## config.mk

```make
export PLATFORM = sky130hd
export DESIGN_NAME = swms_ram
export DESIGN_NICKNAME = d
export VERILOG_FILES = /design/src/rtl/swms_ram.sv
export SDC_FILE = /design/constraint.sdc
export NUM_CORES = 1
export LEC_CHECK = 0
export BUFFER_PORTS_ARGS = -buffer_cell sky130_fd_sc_hd__buf_4
export CAP_MARGIN = 10
export CORE_UTILIZATION = 30
export CTS_BUF_LIST = sky130_fd_sc_hd__clkbuf_2
export CTS_CLUSTER_SIZE = 30
export DETAILED_ROUTE_END_ITERATION = 8
export REMOVE_ABC_BUFFERS = 1
export SLEW_MARGIN = 15
export SYNTH_ARGS = -nofsm -noshare
export SYNTH_HDL_FRONTEND = slang
export SYNTH_SLANG_ARGS = --single-unit
```

## constraint.sdc

```tcl
create_clock -name clk -period 3.6 [get_ports clk]
set_clock_uncertainty 0.15 [all_clocks]
set_input_delay 0.36 -clock clk [delete_from_list [all_inputs] [get_ports clk]]
set_output_delay 0.36 -clock clk [all_outputs]
set_load 0.01 [all_outputs]
```

## src/rtl/swms_ram.sv

```systemverilog
`timescale 1ns / 1ps
// ----------------------------------------------------------------------------
// swms_ram: generic single-port RAM
// One write plus one registered read per cycle; a read at the written address returns the old word.
// ----------------------------------------------------------------------------
module swms_ram #(
  parameter int Width = 8,
  parameter int Depth = 16
) (
  input  logic                     clk,
  input  logic                     we,
  input  logic [$clog2(Depth)-1:0] addr,
  input  logic [Width-1:0]         wdata,
  output logic [Width-1:0]         rdata
);
  logic [Width-1:0] mem [Depth];

  // write and read at one address; the read returns the old word
  always_ff @(posedge clk) begin
    if (we) mem[addr] <= wdata;
    rdata <= mem[addr];
  end
endmodule

```

# [Yosys cells after proc, flatten, opt, wreduce, memory -nomap -nowiden]
# Memory sizes are Yosys's and may differ from the RTL's. A register that Yosys moved wholly into a read port is not among the register bits.
# Cells that the tools add are included.
# Widths: inputs -> output; s select.
[classes] muxes=2
[op_table] op="$mux 1" count=2
[word_totals] memories=1 reg_bits=0 input_bits=14 ram_bits=128 word_cells=3
[memory_table] memory="mem" words=16 word_bits=8 rd=1 rd_clocked_by_memory_dff=1 wr=1 line_no="16" source="logic [Width-1:0] mem [Depth];"

# [Logic depth before layout (Yosys ltp)]
[logic_depth] depth_word=2 mapped_depth=5 mapped_depth_nobuf=3

# [Least setup slack after synthesis]
# OpenSTA, ideal clock, no wires.
[synth_path] path_kind="in2reg" from="in addr[2]" to="mem mem[0][0], enable pin" setup_ns=0.383 t_required_ns=3.067 stages=2 arrival_ns=1.470 slack_ns=1.597 n_path_buf=0 cell_sequence="or3b_2 -> nor3_1"
[synth_lines] item="start: declaration" line_no="12" source="input logic [$clog2(Depth)-1:0] addr,"
[synth_lines] item="end: declaration" line_no="16"
# Straight into the memory's write port.

# [Worst setup path after layout]
[layout_path] from="in addr[0]" to="mem mem[3][6], enable pin"
# Straight into the memory's write port.

==> metrics.md <==
| Metric | Value |
|---|---|
| Result of the run | finished, final reports clean |
| Data required time of the worst path | 3.75 ns |
| Starting Density | 30.7% |
| Ordered list of cells on the worst path | buf_4 -> nand2_1 -> nor2_1 |
| Share of power burned in combinational logic | 6.1% |
| Final routed wirelength across all metal layers | 9960 um |
| Critical path buffer and inverter count | 1 |
| Post-cts sizing count | 0 |
| Mean cell area of the mapped netlist | 22.0 sq um |
| Sequential cell area fraction in the yosys report | 79.0% |
| Final Worst Setup Slack | 1.87 ns |
| Initial antenna violation count | 0 |
| Drc violations | 0 |
| Post-Synth Adder-Cell Area | 0% |
| Post-layout min period | 1.73 ns |
| Max Freq | 0.577 GHz |
| Fraction of layout cells with a size suffix above 1 | 30.6% |
| Share of total power in sequential cells | 60.5% |
| Family with the most delay on the worst path | simple AND/OR/NAND/NOR gates |
| Routed len/inst | 19.8 um |
| Die W | 132 um |
| Mapped cell area | 5070 sq um |
| Count of maximum capacitance violations | 0 |
| Clock tree from TritonCTS | built |
| Slowest cell on crit path | nor2_1 |
| Share of the cycle needed by the critical path after routing | 48.2% |
| Remaining number of nets flagged by the antenna check after routing | 0 |
| Synth warnings | 0 |
| Detailed router's first-iteration violation count | 173 |
| Synthesized flop and latch total | 136 |
| Path type of the worst setup path | primary input to flip-flop |
| Max IR drop VDD | 0.245 mV |
| Highest-count cells in the layout ignoring fill and taps | edfxtp_1, mux4_2, buf_4 |
| Sinks on Clock Net | 136 |
| Worst Tran Pin Value | 0.896 ns |
| I/O pins | 22 |
| Total Die Area | 17400 sq um |
| Number of nets in the final layout | 285 |
| Portion of netlist area occupied by mux cells | 14.2% |
| Highest cell delay on the worst timing path | 0.68 ns |
| Capturing element type of the critical path | flip-flop |
| Finished Core Util | 35.2% |
| Startpoint kind of the worst setup timing path | primary input |
| Number of global-route vias before repair | 2574 |
| Synth-to-Final Area Change | 14.9% |
| Synth Area in Compound Gates | 2.37% |
| Worst-case hold slack | 0.108 ns |
| Final count of negative-setup-slack endpoints | 0 |
| Cell type contributing the most total cell area after synthesis | edfxtp_1 |
| Number of buffer cells added on primary ports | 21 |
| Number of pins exceeding their max-slew limit in the final report | 0 |
| Number of different library cells in the post-synthesis netlist | 18 |
| Setup Slack @ Placement | 1.10 ns |
| Net Sw Frac | 21.9% |
| Xor-xnor portion of the synthesized cell area | 0% |
| First-pass iteration count of the detailed router | 4 |
| Normalized max-slew margin | 40.0% |
| Root Driver | clkbuf_2 |
| Clock insertion delay at the later pin of the skew report | 0.66 ns |
| First-pass GRT wire length | 15600 um |
| Vias post-DR | 2369 |
| Dpl hpwl | 6160 um |
| Clock power share | 33.4% |
| Sw power | 643 uW |
| Maximum number of pins on one net before global-route repair | 40 |
| Largest family of logic cells by synthesized area | multiplexers |
| Setup repair after global routing missed its margin | false |
| Endpoint arrival time on the critical path | 1.89 ns |
| Clock Pin Slew Worst Setup and Hold Paths | 0.19 ns |
| Final cell count without fillers | 504 |
| Number of cells after detailed placement | 464 |
| Min-Delay Path Class | primary input to flip-flop |
| Synth Instances | 230 |
| Placement Rows | 47 |
| Clock Tree Buf Depth | 2 |
| Final estimated routing congestion in global placement | 0.753 |
| Internal power | 2.30 mW |
| Crit Path Max Fanout | 39 |
| Cell types occupying the most area after synthesis | edfxtp_1, mux4_2, dfxtp_1, a22oi_1, nor2_1 |
| Final-report hold violation count | 0 |
| Total congestion overflow | 0 |
| Total number of H-tree levels | 4 |
| Gr usage total | 12.6% |
| Height of the chip | 132 um |
| Simple-Gate Fraction of Synth Area | 3.21% |
| Via count normalized by instance count | 4.70 |
| Area share of the largest cell type after synthesis | 75.9% |
| Total power per unit cell area | 505 nW/um^2 |
| Leading cell type in the layout, fill and taps excluded | edfxtp_1 |
| Setup total negative slack | 0 ns |
| Total leakage power | 1.83 nW |
| Ant. Diodes | 0 |
| Number of buffers created by CTS | 17 |
| Placeable core area | 16500 sq um |
-- per-stage QoR --
step           cell area, sq um  total power, mW
6_report                   5820             2.94
5_1_grt                    5820             3.04
4_1_cts                    5820             2.97
3_5_place_dp               5470             1.99
3_3_place_gp               5470             1.99
2_1_floorplan              5010             1.89
-- path summary, 6_finish.rpt --
check	from	depth (start not counted)	slack [ns]	to
worst max-delay path	addr[0]	3	1.87	mem[3][6]$_DFFE_PP_
worst min-delay path	addr[3]	4	0.11	rdata[7]$_DFF_P_
worst max register to register	mem[15][2]$_DFFE_PP_	3	2.09	rdata[2]$_DFF_P_
worst min register to register	mem[0][6]$_DFFE_PP_	3	0.57	rdata[6]$_DFF_P_
-- registers in the layout, indices dropped and copies added (netlist names) --
name / flops
mem: 128
rdata: 8
-- final cells by class --
class                   instances  area [sq um]
fillers                      1532         10700
flip-flops and latches        136          4000
multi-input cells              83          1000
well taps                     220           275
repair buffers                 33           268
clock inverters                14           181
clock buffers                  18          90.1
-- routing by layer --
layer  GRT usage [%]  up-vias  wire length [um]  share of wire [%]
li1                -     1042                 -                  -
met1            16.8     1255              4480                 45
met2            19.0       64              4810                 48
met3            3.77        8               565                5.7
met4            5.62        0                97               0.97
met5               0        -                 0                  0
-- tightest hold or removal path, stage by stage --
cell	delay (ns)
buf_4	0.13
nor2b_1	0.16
a22oi_1	0.19
nand2_1	0.06
-- synth_stat cells --
| cell | number |
|---|---|
| nand2b_1 | 2 |
| nor3_1 | 4 |
| nor2_1 | 13 |
| mux4_2 | 32 |
| buf_6 | 2 |
| nand3_1 | 1 |
| clkbuf_1 | 2 |
| nor2b_1 | 2 |
| buf_2 | 2 |
| nand3b_1 | 2 |
| nand2_1 | 9 |
| edfxtp_1 | 128 |
| clkbuf_2 | 1 |
| dfxtp_1 | 8 |
| and2_1 | 1 |
| buf_1 | 4 |
| or3b_2 | 1 |
| a22oi_1 | 16 |
-- power by group through the flow --
stage,sequential [mW],clock [mW],combinational [mW]
after floorplan,1.82,0,0.0729
after global placement,1.81,0,0.174
after detailed placement,1.81,0,0.178
after CTS,1.78,1.01,0.185
after global routing,1.78,1.06,0.196
final,1.78,0.981,0.180
-- logic make-up after synthesis --
kind of cell | Yosys count
multiplexers | 32
flip-flops | 136
buffers and inverters | 11
AO/OA/AOI/OAI | 16
AND/OR/NAND/NOR | 35
-- timing repair --
action / in CTS / in global routing
setup buffers: 0 / 0
endpoints found under the hold margin: 128 / 0
hold buffers: 8 / 0
setup endpoints to repair: 0 / 0
No activity file was read; power rests on OpenSTA's default activity.
